### src/design/cbq_pkg.sv
// ----------------------------------------------------------------------------
// cbq_pkg
// Shared types and constants of the cascaded biquad filter core.
// ----------------------------------------------------------------------------
package cbq_pkg;

   localparam int DEF_NUM_STAGES   = 8;
   localparam int DEF_SAMPLE_WIDTH = 24;
   localparam int DEF_COEF_WIDTH   = 32;

   // Integer bits of the Q4.x coefficient format.
   localparam int COEF_INT_BITS = 4;
   // Width of the active_stages register.
   localparam int ACTIVE_W      = 4;
   // Width of the register index on the configuration port.
   localparam int CSR_INDEX_W   = 3;
   // Guard bits of the section accumulator (five products plus rounding).
   localparam int ACC_GUARD     = 3;

   typedef enum logic [CSR_INDEX_W-1:0] {
      REG_ACTIVE_STAGES = 3'd0,
      REG_FEED_NOW      = 3'd1,
      REG_FEED_PREV     = 3'd2,
      REG_FEED_PREV2    = 3'd3,
      REG_BACK_PREV     = 3'd4,
      REG_BACK_PREV2    = 3'd5
   } csr_index_type;

   // Product terms of one section, in issue order.
   typedef enum logic [2:0] {
      TERM_X    = 3'd0,
      TERM_IN1  = 3'd1,
      TERM_IN2  = 3'd2,
      TERM_OUT1 = 3'd3,
      TERM_OUT2 = 3'd4
   } term_type;

   typedef enum logic [1:0] {
      ST_IDLE,
      ST_MUL,
      ST_SAT,
      ST_DONE
   } state_type;

   typedef struct packed {
      logic     load;      // take a new request sample
      logic     mul;       // issue one product term
      logic     sat;       // finish the section: round, clamp, update history
      logic     out_load;  // move the result into the response register
      term_type term;
   } cmd_type;

endpackage

### src/design/cbq_ctrl.sv
// ----------------------------------------------------------------------------
// cbq_ctrl
// Sequencer: walks sections and product terms, owns the response valid.
// ----------------------------------------------------------------------------
module cbq_ctrl
   import cbq_pkg::*;
#(
   parameter int NUM_STAGES = DEF_NUM_STAGES,
   localparam int CNT_W     = $clog2(NUM_STAGES + 1)
) (
   input  logic             clock,
   input  logic             reset,
   input  logic             req_valid,
   output logic             req_ready,
   output logic             rsp_valid,
   input  logic             rsp_ready,
   input  logic [CNT_W-1:0] n_stages,
   output logic [CNT_W-1:0] stage,
   output cmd_type          cmd
);

   state_type        state_ff, state_in;
   term_type         term_ff, term_in;
   logic [CNT_W-1:0] stage_ff, stage_in;
   logic             rsp_valid_ff, rsp_valid_in;
   logic             last_stage;

   assign last_stage = (stage_ff + CNT_W'(1)) == n_stages;

   always_ff @(posedge clock) begin
      if (reset) begin
         state_ff     <= ST_IDLE;
         term_ff      <= TERM_X;
         stage_ff     <= '0;
         rsp_valid_ff <= 1'b0;
      end else begin
         state_ff     <= state_in;
         term_ff      <= term_in;
         stage_ff     <= stage_in;
         rsp_valid_ff <= rsp_valid_in;
      end
   end

   always_comb begin
      state_in     = state_ff;
      term_in      = term_ff;
      stage_in     = stage_ff;
      req_ready    = 1'b0;
      cmd          = '0;
      cmd.term     = term_ff;
      rsp_valid_in = rsp_valid_ff && !rsp_ready;
      unique case (state_ff)
         ST_IDLE: begin
            req_ready = 1'b1;
            if (req_valid) begin
               cmd.load = 1'b1;
               term_in  = TERM_X;
               stage_in = '0;
               state_in = (n_stages == '0) ? ST_DONE : ST_MUL;
            end
         end
         ST_MUL: begin
            cmd.mul = 1'b1;
            if (term_ff == TERM_OUT2) begin
               state_in = ST_SAT;
            end else begin
               term_in = term_type'(term_ff + 3'd1);
            end
         end
         ST_SAT: begin
            cmd.sat = 1'b1;
            term_in = TERM_X;
            if (last_stage) begin
               state_in = ST_DONE;
            end else begin
               stage_in = stage_ff + CNT_W'(1);
               state_in = ST_MUL;
            end
         end
         ST_DONE: begin
            if (!rsp_valid_ff || rsp_ready) begin
               cmd.out_load = 1'b1;
               rsp_valid_in = 1'b1;
               state_in     = ST_IDLE;
            end
         end
         default: begin
            state_in = ST_IDLE;
         end
      endcase
   end

   assign stage     = stage_ff;
   assign rsp_valid = rsp_valid_ff;

   a_no_overwrite: assert property (@(posedge clock) disable iff (reset)
      cmd.out_load |-> (!rsp_valid_ff || rsp_ready))
      else $error("response register overwritten while still pending");

   a_last_to_done: assert property (@(posedge clock) disable iff (reset)
      (state_ff == ST_SAT && last_stage) |=> state_ff == ST_DONE)
      else $error("last section did not finish the request");

   a_start_clean: assert property (@(posedge clock) disable iff (reset)
      (state_ff == ST_IDLE && req_valid && n_stages != '0) |=>
         (state_ff == ST_MUL && term_ff == TERM_X && stage_ff == '0))
      else $error("request did not start at the first term of section zero");

   a_stage_range: assert property (@(posedge clock) disable iff (reset)
      (state_ff == ST_MUL || state_ff == ST_SAT) |-> stage_ff < n_stages)
      else $error("section counter beyond active sections");

endmodule

### src/design/cbq_dp.sv
// ----------------------------------------------------------------------------
// cbq_dp
// Datapath: configuration, section history, shared multiply-accumulate,
// rounding and saturation, response payload register.
// ----------------------------------------------------------------------------
module cbq_dp
   import cbq_pkg::*;
#(
   parameter int NUM_STAGES   = DEF_NUM_STAGES,
   parameter int SAMPLE_WIDTH = DEF_SAMPLE_WIDTH,
   parameter int COEF_WIDTH   = DEF_COEF_WIDTH,
   localparam int CNT_W       = $clog2(NUM_STAGES + 1)
) (
   input  logic                           clock,
   input  logic                           reset,
   input  logic                           csr_wr_en,
   input  logic [CSR_INDEX_W-1:0]         csr_index,
   input  logic [COEF_WIDTH-1:0]          csr_wdata,
   input  logic signed [SAMPLE_WIDTH-1:0] req_sample_in,
   output logic signed [SAMPLE_WIDTH-1:0] rsp_sample_out,
   output logic                           rsp_clipped,
   input  cmd_type                        cmd,
   input  logic [CNT_W-1:0]               stage,
   output logic [CNT_W-1:0]               n_stages
);

   localparam int IDX_W     = (NUM_STAGES > 1) ? $clog2(NUM_STAGES) : 1;
   localparam int COEF_FRAC = COEF_WIDTH - COEF_INT_BITS;
   localparam int PROD_W    = SAMPLE_WIDTH + COEF_WIDTH;
   localparam int ACC_W     = PROD_W + ACC_GUARD;
   localparam logic signed [ACC_W-1:0] HALF = ACC_W'(1) << (COEF_FRAC - 1);
   localparam logic signed [ACC_W-1:0] SMAX =
      {{(ACC_W - SAMPLE_WIDTH + 1){1'b0}}, {(SAMPLE_WIDTH - 1){1'b1}}};
   localparam logic signed [ACC_W-1:0] SMIN = ~SMAX;

   logic [ACTIVE_W-1:0]           active_ff;
   logic signed [COEF_WIDTH-1:0]  feed_now_ff, feed_prev_ff, feed_prev2_ff;
   logic signed [COEF_WIDTH-1:0]  back_prev_ff, back_prev2_ff;

   logic signed [SAMPLE_WIDTH-1:0] past_in_1_ff  [NUM_STAGES];
   logic signed [SAMPLE_WIDTH-1:0] past_in_2_ff  [NUM_STAGES];
   logic signed [SAMPLE_WIDTH-1:0] past_out_1_ff [NUM_STAGES];
   logic signed [SAMPLE_WIDTH-1:0] past_out_2_ff [NUM_STAGES];

   logic signed [SAMPLE_WIDTH-1:0] x_ff;
   logic                           clip_ff;
   logic signed [PROD_W-1:0]       prod_ff, prod_in;
   logic                           sub_ff;
   logic signed [ACC_W-1:0]        acc_ff;
   logic signed [SAMPLE_WIDTH-1:0] out_ff;
   logic                           out_clip_ff;

   logic [IDX_W-1:0]               idx;
   logic signed [SAMPLE_WIDTH-1:0] op_sel;
   logic signed [COEF_WIDTH-1:0]   coef_sel;
   logic signed [ACC_W-1:0]        prod_ext, acc_sum, shifted;
   logic                           sat_hi, sat_lo;
   logic signed [SAMPLE_WIDTH-1:0] y;

   // Clamp the section count to the built depth.
   assign n_stages = (32'(active_ff) > NUM_STAGES) ? CNT_W'(NUM_STAGES) : CNT_W'(active_ff);

   always_ff @(posedge clock) begin
      if (reset) begin
         active_ff     <= ACTIVE_W'(1);
         feed_now_ff   <= '0;
         feed_prev_ff  <= '0;
         feed_prev2_ff <= '0;
         back_prev_ff  <= '0;
         back_prev2_ff <= '0;
      end else if (csr_wr_en) begin
         unique case (csr_index)
            REG_ACTIVE_STAGES: active_ff     <= csr_wdata[ACTIVE_W-1:0];
            REG_FEED_NOW:      feed_now_ff   <= csr_wdata;
            REG_FEED_PREV:     feed_prev_ff  <= csr_wdata;
            REG_FEED_PREV2:    feed_prev2_ff <= csr_wdata;
            REG_BACK_PREV:     back_prev_ff  <= csr_wdata;
            REG_BACK_PREV2:    back_prev2_ff <= csr_wdata;
            default: ;
         endcase
      end
   end

   assign idx = stage[IDX_W-1:0];

   always_comb begin
      unique case (cmd.term)
         TERM_X: begin
            op_sel   = x_ff;
            coef_sel = feed_now_ff;
         end
         TERM_IN1: begin
            op_sel   = past_in_1_ff[idx];
            coef_sel = feed_prev_ff;
         end
         TERM_IN2: begin
            op_sel   = past_in_2_ff[idx];
            coef_sel = feed_prev2_ff;
         end
         TERM_OUT1: begin
            op_sel   = past_out_1_ff[idx];
            coef_sel = back_prev_ff;
         end
         TERM_OUT2: begin
            op_sel   = past_out_2_ff[idx];
            coef_sel = back_prev2_ff;
         end
         default: begin
            op_sel   = '0;
            coef_sel = '0;
         end
      endcase
   end

   assign prod_in  = op_sel * coef_sel;
   assign prod_ext = {{ACC_GUARD{prod_ff[PROD_W-1]}}, prod_ff};
   assign acc_sum  = sub_ff ? (acc_ff - prod_ext) : (acc_ff + prod_ext);

   // Rounding half was preloaded into the accumulator; only shift and clamp here.
   assign shifted = acc_sum >>> COEF_FRAC;
   assign sat_hi  = shifted > SMAX;
   assign sat_lo  = shifted < SMIN;
   assign y       = sat_hi ? SMAX[SAMPLE_WIDTH-1:0] :
                    sat_lo ? SMIN[SAMPLE_WIDTH-1:0] : shifted[SAMPLE_WIDTH-1:0];

   // Multiply stage; the registered product is accumulated in the next cycle.
   always_ff @(posedge clock) begin
      if (cmd.mul) begin
         prod_ff <= prod_in;
         sub_ff  <= (cmd.term == TERM_OUT1) || (cmd.term == TERM_OUT2);
         if (cmd.term == TERM_X) begin
            acc_ff <= HALF;
         end else begin
            acc_ff <= acc_sum;
         end
      end
   end

   always_ff @(posedge clock) begin
      if (cmd.load) begin
         x_ff    <= req_sample_in;
         clip_ff <= 1'b0;
      end else if (cmd.sat) begin
         x_ff    <= y;
         clip_ff <= clip_ff | sat_hi | sat_lo;
      end
   end

   always_ff @(posedge clock) begin
      if (reset) begin
         for (int i = 0; i < NUM_STAGES; i++) begin
            past_in_1_ff[i]  <= '0;
            past_in_2_ff[i]  <= '0;
            past_out_1_ff[i] <= '0;
            past_out_2_ff[i] <= '0;
         end
      end else if (cmd.sat) begin
         past_in_2_ff[idx]  <= past_in_1_ff[idx];
         past_in_1_ff[idx]  <= x_ff;
         past_out_2_ff[idx] <= past_out_1_ff[idx];
         past_out_1_ff[idx] <= y;
      end
   end

   always_ff @(posedge clock) begin
      if (cmd.out_load) begin
         out_ff      <= x_ff;
         out_clip_ff <= clip_ff;
      end
   end

   assign rsp_sample_out = out_ff;
   assign rsp_clipped    = out_clip_ff;

endmodule

### src/design/cascaded_biquad_filter_core.sv
// ----------------------------------------------------------------------------
// cascaded_biquad_filter_core
// Cascade of up to NUM_STAGES direct-form-I biquad sections with shared
// coefficients, one shared multiplier, round-to-nearest and saturation.
// ----------------------------------------------------------------------------
// Flow: an accepted request runs through n active sections (n clamped to NUM_STAGES),
//   each with five products on the single multiplier, then a round/clamp step.
// Zero active sections pass the sample as is. Requests run one at a time; the next
//   is taken once the last result sits in the response register.
// Reset: synchronous; one active section, all coefficients zero, history cleared.
// ----------------------------------------------------------------------------
module cascaded_biquad_filter_core
   import cbq_pkg::*;
#(
   parameter int NUM_STAGES   = DEF_NUM_STAGES,
   parameter int SAMPLE_WIDTH = DEF_SAMPLE_WIDTH,
   parameter int COEF_WIDTH   = DEF_COEF_WIDTH
) (
   input  logic                           clock,
   input  logic                           reset,
   // configuration writes, to be given only while idle; the user is bound, the block makes no check
   input  logic                           csr_wr_en,
   input  logic [CSR_INDEX_W-1:0]         csr_index,
   input  logic [COEF_WIDTH-1:0]          csr_wdata,
   // request channel
   input  logic                           req_valid,
   output logic                           req_ready,
   input  logic signed [SAMPLE_WIDTH-1:0] req_sample_in,
   // response channel
   output logic                           rsp_valid,
   input  logic                           rsp_ready,
   output logic signed [SAMPLE_WIDTH-1:0] rsp_sample_out,
   output logic                           rsp_clipped
);

   localparam int CNT_W = $clog2(NUM_STAGES + 1);

   cmd_type          cmd;
   logic [CNT_W-1:0] stage;
   logic [CNT_W-1:0] n_stages;

   // Sequencer: one request at a time, section by section, five terms each.
   // The response register frees the request side as soon as a result lands.
   cbq_ctrl #(
      .NUM_STAGES (NUM_STAGES)
   ) u_ctrl (
      .clock     (clock),
      .reset     (reset),
      .req_valid (req_valid),
      .req_ready (req_ready),
      .rsp_valid (rsp_valid),
      .rsp_ready (rsp_ready),
      .n_stages  (n_stages),
      .stage     (stage),
      .cmd       (cmd)
   );

   // Datapath: config registers, per-section history, multiply-accumulate,
   // round, clamp and the response payload.
   cbq_dp #(
      .NUM_STAGES   (NUM_STAGES),
      .SAMPLE_WIDTH (SAMPLE_WIDTH),
      .COEF_WIDTH   (COEF_WIDTH)
   ) u_dp (
      .clock          (clock),
      .reset          (reset),
      .csr_wr_en      (csr_wr_en),
      .csr_index      (csr_index),
      .csr_wdata      (csr_wdata),
      .req_sample_in  (req_sample_in),
      .rsp_sample_out (rsp_sample_out),
      .rsp_clipped    (rsp_clipped),
      .cmd            (cmd),
      .stage          (stage),
      .n_stages       (n_stages)
   );

endmodule

### config.mk
export PLATFORM = sky130hd
export DESIGN_NAME = cascaded_biquad_filter_core
export DESIGN_NICKNAME = d
export VERILOG_FILES = /design/src/design/cbq_pkg.sv /design/src/design/cbq_ctrl.sv /design/src/design/cbq_dp.sv /design/src/design/cascaded_biquad_filter_core.sv
export SDC_FILE = /design/constraint.sdc
export NUM_CORES = 2
export LEC_CHECK = 0
export BUFFER_PORTS_ARGS = -buffer_cell sky130_fd_sc_hd__buf_4
export CAP_MARGIN = 20
export CORE_ASPECT_RATIO = 1.1
export CORE_MARGIN = 2
export CORE_UTILIZATION = 55
export CTS_CLUSTER_DIAMETER = 50
export DETAILED_ROUTE_END_ITERATION = 6
export PLACE_DENSITY = 0.81
export REMOVE_ABC_BUFFERS = 1
export SLEW_MARGIN = 5
export SYNTH_ARGS = -nofsm -noshare
export SYNTH_HDL_FRONTEND = slang
export SYNTH_SLANG_ARGS = --single-unit
### constraint.sdc
create_clock -name clock -period 24 [get_ports clock]
set_input_delay 4.8 -clock clock [delete_from_list [all_inputs] [get_ports clock]]
set_output_delay 4.8 -clock clock [all_outputs]
set_load 0.1 [all_outputs]
# [Word-level counts from Yosys, hierarchy flattened]
# Memory sizes are Yosys's and may differ from the RTL's. A register that Yosys moved wholly into a read port is not among the register bits.
# Index checks and enable logic that the tools add are counted.
[word_totals] ff_bits=340 mem_bits_rw=768 inputBits=64 out_inout_bits=27 elab_cells=128 mem_count=4
[memory_table] memory="u_dp.past_in_1_ff" words=8 word_bits=24 rd=1 rd_clocked_by_memory_dff=1 wr=8 line="cbq_dp.sv:40" rtl="logic signed [SAMPLE_WIDTH-1:0] past_in_1_ff [NUM_STAGES];"
[memory_table] memory="u_dp.past_in_2_ff" words=8 word_bits=24 rd=1 rd_clocked_by_memory_dff=1 wr=8 line="cbq_dp.sv:41" rtl="logic signed [SAMPLE_WIDTH-1:0] past_in_2_ff [NUM_STAGES];"
[memory_table] memory="u_dp.past_out_1_ff" words=8 word_bits=24 rd=1 rd_clocked_by_memory_dff=1 wr=8 line="cbq_dp.sv:42" rtl="logic signed [SAMPLE_WIDTH-1:0] past_out_1_ff [NUM_STAGES];"
[memory_table] memory="u_dp.past_out_2_ff" words=8 word_bits=24 rd=1 rd_clocked_by_memory_dff=1 wr=8 line="cbq_dp.sv:43" rtl="logic signed [SAMPLE_WIDTH-1:0] past_out_2_ff [NUM_STAGES];"
[op_classes] n_addsub=4 n_mul=1 order_cmp=3 eq_ne=18 n_mux=54 bitwise=2 reduce_logical=25
[op_table] operator="2-to-1 mux 24 bit" count=8
[op_table] operator="one-hot mux 32 bit (5 select lines)" count=1
[op_table] operator="one-hot mux 24 bit (5 select lines)" count=1
[op_table] operator="OR reduction 24 bit" count=4
[op_table] operator="adder 59 x 56 -> 59 bit" count=1
[op_table] operator="2-to-1 mux 59 bit" count=1
[op_table] operator="subtractor 59 x 56 -> 59 bit" count=1
[op_table] operator="multiplier 24 x 32 -> 56 bit" count=1
[op_table] operator="2-to-1 mux 3 bit" count=14
[op_table] operator="greater-than comparator 31 x 24 -> 1 bit, second input constant" count=1
[op_table] operator="< comparator 31 x 24 -> 1 bit, second input constant" count=1
[op_table] operator="2-to-1 mux 1 bit" count=18
[op_table] operator="== test 3 x 2 -> 1 bit, second input constant" count=4
[op_table] operator="2-to-1 mux 4 bit" count=3
[op_table] operator="AND reduction 2 bit" count=6
[op_table] operator="2-to-1 mux 2 bit" count=5
[op_table] operator="== test 3 bit, second input constant" count=3
[op_table] operator="one-hot mux 3 bit (3 select lines)" count=1
[op_table] operator="AND reduction 3 bit" count=3
[op_table] operator="one-hot mux 2 bit (4 select lines)" count=1
[op_table] operator="one-hot mux 4 bit (2 select lines)" count=1
[op_table] operator="== test 3 x 1 -> 1 bit, second input constant" count=2
[op_table] operator="logical NOT 3 bit" count=2
[op_table] operator="!= test 2 bit, second input constant" count=3
[op_table] operator="other kinds (15)" count=21

# [Logic depth before layout (Yosys ltp)]
[depth] ltp_word=7 mapped_depth=38

# [Modules after synthesis]
# From an unflattened synthesis, not the netlist that was laid out.
[unflattened] cells_unflattened=7598 area_unflattened_um2=78167.5
[modules_own_cells] mod="cbq_dp" instances=1 cells_each=7509 area_per_inst_um2=77431.8
[modules_own_cells] mod="cbq_ctrl" instances=1 cells_each=89 area_per_inst_um2=735.7

# [Least setup slack after synthesis]
# OpenSTA, ideal clock, no wires.
[synth_path] path_kind="reg2reg" start="register with a tool-made name" end="register u_dp.prod_ff[54] (data pin)" setup_ps=269 t_arrival_ps=9467 setup_slack_ps=14264 stages_incl_launch_ff=35 path_buffers=4 period_less_slack_ps=9736 path_cell_list="dfxtp_1 -> buf_2 -> buf_1 -> buf_1 -> mux4_2 -> mux2i_1 -> a21oi_1 -> a221oi_1 -> clkbuf_1 -> nor2_1 -> fa_1 -> inv_1 -> fa_1 -> inv_1 -> fa_1 -> inv_1 -> fa_1 -> inv_1 -> fa_1 -> fa_1 -> inv_1 -> fa_1 -> inv_1 -> ha_1 -> a21o_1 -> a21oi_1 -> nor2b_1 -> a311o_1 -> o2111ai_1 -> a21oi_1 -> o21ai_0 -> nand4b_1 -> a31oi_1 -> o31ai_1 -> xor2_1"
[synth_rtl] item="end signal: assignment" line="cbq_dp.sv:129" rtl="prod_ff <= prod_in;"
[synth_rtl] item="end: declaration" line="cbq_dp.sv:47" rtl="logic signed [PROD_W-1:0] prod_ff, prod_in;"

==> summary.md <==
| Metric | Value |
|---|---|
| Outcome | `finished, violations left` |
| Failing checks | `design-rule violations` |
| CP max stage cell | `buf_4` |
| M1 GR Usage | `0.376` |
| GR peak layer | `met2` |
| Fmax achieved | `0.0796 GHz` |
| Post-synth EDFFs | `933` |
| Routed wire length | `232000 µm` |
| # rows | `145` |
| IO Port Bufs | `90` |
| Switching share of total power | `0.449` |
| Setup-failing EPs final | `0` |
| R2R Setup Slk | `11440 ps` |
| Vias in the first global route | `61200` |
| Sequential power share | `0.304` |
| Clock latency at the later pin of the worst-skew pair | `790 ps` |
| Clock slew at reported path FFs | `60 ps` |
| Routed length per instance | `25.1 µm` |
| Cell depth of the worst flop-to-flop path | `34` |
| Async SR Flop Fraction | `0` |
| NetSw | `0.00363 W` |
| Mean area per synthesized cell | `10.7 µm²` |
| GPL Wtd Cong | `0.946` |
| R2r endpoint | `u_dp.prod_ff[53]$_DFFE_PP_` |
| Placed instance area | `0.0816 mm²` |
| Overflow after GRT | `0` |
| Period utilisation layout | `0.523` |
| Die Ht | `401 µm` |
| Sequential area share after synthesis | `0.401` |
| Skew final | `86.6 ps` |
| Yosys warns | `0` |
| Starting Density | `0.554` |
| Via-per-instance ratio | `6.36` |
| Worst EP arrival | `13050 ps` |
| Hold Path End | `u_dp.feed_prev2_ff[11]$_SDFFE_PP0P_` |
| Die Wd | `365 µm` |
| CTS tree | `built` |
| Combinational power share | `0.469` |
| Final core occ | `0.603` |
| CP max FO | `40` |
| Yosys top cell area share | `0.356` |
| Final nets | `8300` |
| Routing usage on met2 | `0.522` |
| Most frequent CP cell | `fa_1` |
| Deepest clock path buffer count | `3` |
| TritonCTS Buffers | `118` |
| Synth Cell Area | `0.0788 mm²` |
| PwrDens | `94.3 mW/mm²` |
| Top post-synthesis cells by count | `nand2_1 (1041), edfxtp_1 (933), inv_1 (916)` |
| Post_cts resized | `0` |
| Required time worst endpoint | `24500 ps` |
| Int Pwr | `0.00444 W` |
| Clock Power Share | `0.227` |
| Worst relative slew slack | `0.222` |
| Root buffer cell | `clkbuf_16` |
| Fin. max-slew vios | `0` |
| Layout cell share with drive strength beyond 1 | `0.0982` |
| Post-DP HPWL | `152000 µm` |
| Area contributors post-synth | `edfxtp_1 (36%), fa_1 (20%), mux4_2 (5.5%), nand2_1 (5.0%), dfxtp_1 (4.5%)` |
| Max_cap viols | `0` |
| Synth area leader | `edfxtp_1` |
| Critical path start-end classification | `reg2reg` |
| Final hold violation count | `0` |
| Leak | `34.4 nW` |
| Final setup TNS | `0 ps` |
| Hold depth | `2` |
| Most common cell in the netlist | `nand2_1` |
| Final cell count without fillers | `9253` |
| First-pass GRT wire length | `354000 µm` |
| Die area | `0.146 mm²` |
| Synth Instances | `7331` |
| Min cycle time layout | `12560 ps` |
| Ports | `91` |
| Crit path largest cell delay | `790 ps` |
| Core Area | `0.142 mm²` |
| GRT Overall Usage | `0.318` |
| Area Overhead vs Synth | `8.67%` |
| H-tree levels | `3` |
| Antenna violations before repair | `2` |
| Min-delay worst type | `reg2reg` |
| Met3 GRT Util | `0.0830` |
| Post-Place Cells | `9023` |
| Flops & latches, synth | `1111` |
| 1st-pass router iterations | `7` |
| Antenna Violating Nets Remaining | `0` |
| Max VDD drop | `0.103 mV` |
| Synth cell types | `95` |
| Via Count | `58830` |
| CTS sink cnt | `1111` |
| RSZ-0062 raised after global routing | `false` |
| Hold path start | `u_dp.feed_prev2_ff[11]$_SDFFE_PP0P_` |
| CTS Hold Bufs | `0` |
| Crit start category | `flop` |
| Design Area, Final | `0.0856 mm²` |
| Largest net degree at the start of global routing | `107` |
| Initial DRC count | `7852` |
| Worst slew pin tran | `1170 ps` |
| Ys flop type | `edfxtp_1` |
| Residual DRC | `7` |
| Post CTS Setup Buffer Count | `0` |
| Crit path capture type | `flop` |
-- worst max-delay path by stage --
| stage | cells after the start | to | startpoint |
|---|---|---|---|
| 4_1_cts | 34 | u_dp.prod_ff[41]$_DFFE_PP_ | flop |
| 6_report | 34 | u_dp.prod_ff[53]$_DFFE_PP_ | flop |
| 3_3_place_gp | 34 | u_dp.prod_ff[41]$_DFFE_PP_ | flop |
| 3_5_place_dp | 34 | u_dp.prod_ff[41]$_DFFE_PP_ | flop |
| 2_1_floorplan | 30 | u_dp.prod_ff[54]$_DFFE_PP_ | flop |
| 5_1_grt | 34 | u_dp.prod_ff[41]$_DFFE_PP_ | flop |
-- power groups by stage --
stage	registers (W)	clock network [W]	logic [W]
after CTS	0.00245	0.00183	0.00366
after global routing	0.00246	0.00191	0.00402
after global placement	0.00247	0	0.00354
after floorplan	0.00245	0	0.00226
final	0.00245	0.00183	0.00378
after detailed placement	0.00249	0	0.00363
-- cell usage in the layout (no fill, tap or decap), types with 12 or more instances in the layout --
cell and count:
mux2_2 24, buf_4 225, a211oi_1 108, o21a_1 43, and3_1 152, a22oi_1 34
a21oi_1 354, nor4_1 12, clkinv_1 27, o21ai_0 75, clkbuf_16 118, nor2_1 832
nand2_1 1030, and2_1 84, nand2b_1 35, o31ai_1 12, o21ai_1 30, xnor2_1 121
o211ai_1 13, a21o_1 61, o22ai_1 126, inv_1 916, a222oi_1 28, fa_1 785
clkbuf_1 18, nand3_1 33, nor3_1 45, edfxtp_1 933, mux2i_1 79, nand4_1 24
mux4_2 192, nor2b_1 33, xor2_1 44, o21bai_1 25, a31oi_1 23, or3_1 12
ha_1 213, clkinv_2 17, dfxtp_1 174
-- metal layers --
layer / vias to the layer above / wire [µm]
met5: - / 11
li1: 24452 / -
met1: 29020 / 76100
met2: 4223 / 111000
met3: 1133 / 28400
met4: 2 / 16300
-- worst max-delay path: cells and delay by family (launching register included) --
family | cells | cell delay [ps]
AO/OA/AOI/OAI | 12 | 3000
XOR/XNOR | 1 | 100
adder cells (fa/ha/maj) | 8 | 3560
buffers and inverters | 10 | 3320
flip-flops | 1 | 720
multiplexers | 2 | 1210
AND/OR/NAND/NOR | 1 | 200
-- cells by family after synthesis --
logic type | count (synthesis) | share of synthesized area
adders and majority gates | 999 | 0.234
DFF | 1111 | 0.401
and+or+nand+nor | 2370 | 0.128
muxes | 295 | 0.0684
xor gates and xnor gates | 170 | 0.0190
AOI/OAI and AO/OA | 1025 | 0.0837
buffers and inverters | 1361 | 0.0661
-- through the flow --
stage | total power, W | hold slack [ps] | setup slack (ps)
3_3_place_gp | 0.00602 | 441 | 11860
4_1_cts | 0.00794 | 455 | 11580
5_1_grt | 0.00839 | 471 | 10620
3_5_place_dp | 0.00611 | 447 | 11630
2_1_floorplan | 0.00471 | 409 | 6750
6_report | 0.00807 | 455 | 11440
-- state kept, by name (all words and copies together), names as in the netlist, 56 cells and up, named ones only --
name,cells
u_dp.past_out_1_ff,192
u_dp.past_in_1_ff,192
u_dp.past_out_2_ff,192
u_dp.prod_ff,56
u_dp.acc_ff,59
u_dp.past_in_2_ff,192
-- final cells by class --
| class | count | area [µm²] |
|---|---|---|
| Inverter | 917 | 3440 |
| Antenna cell | 2 | 5.00 |
| Clock inverter | 84 | 835 |
| Sequential cell | 1111 | 31600 |
| Multi-Input combinational cell | 4859 | 42500 |
| Timing Repair Buffer | 230 | 1760 |
| Clock buffer | 139 | 3060 |
| Fill cell | 10774 | 56500 |
| Tap cell | 1911 | 2390 |
No activity file was read; power rests on OpenSTA's default activity.
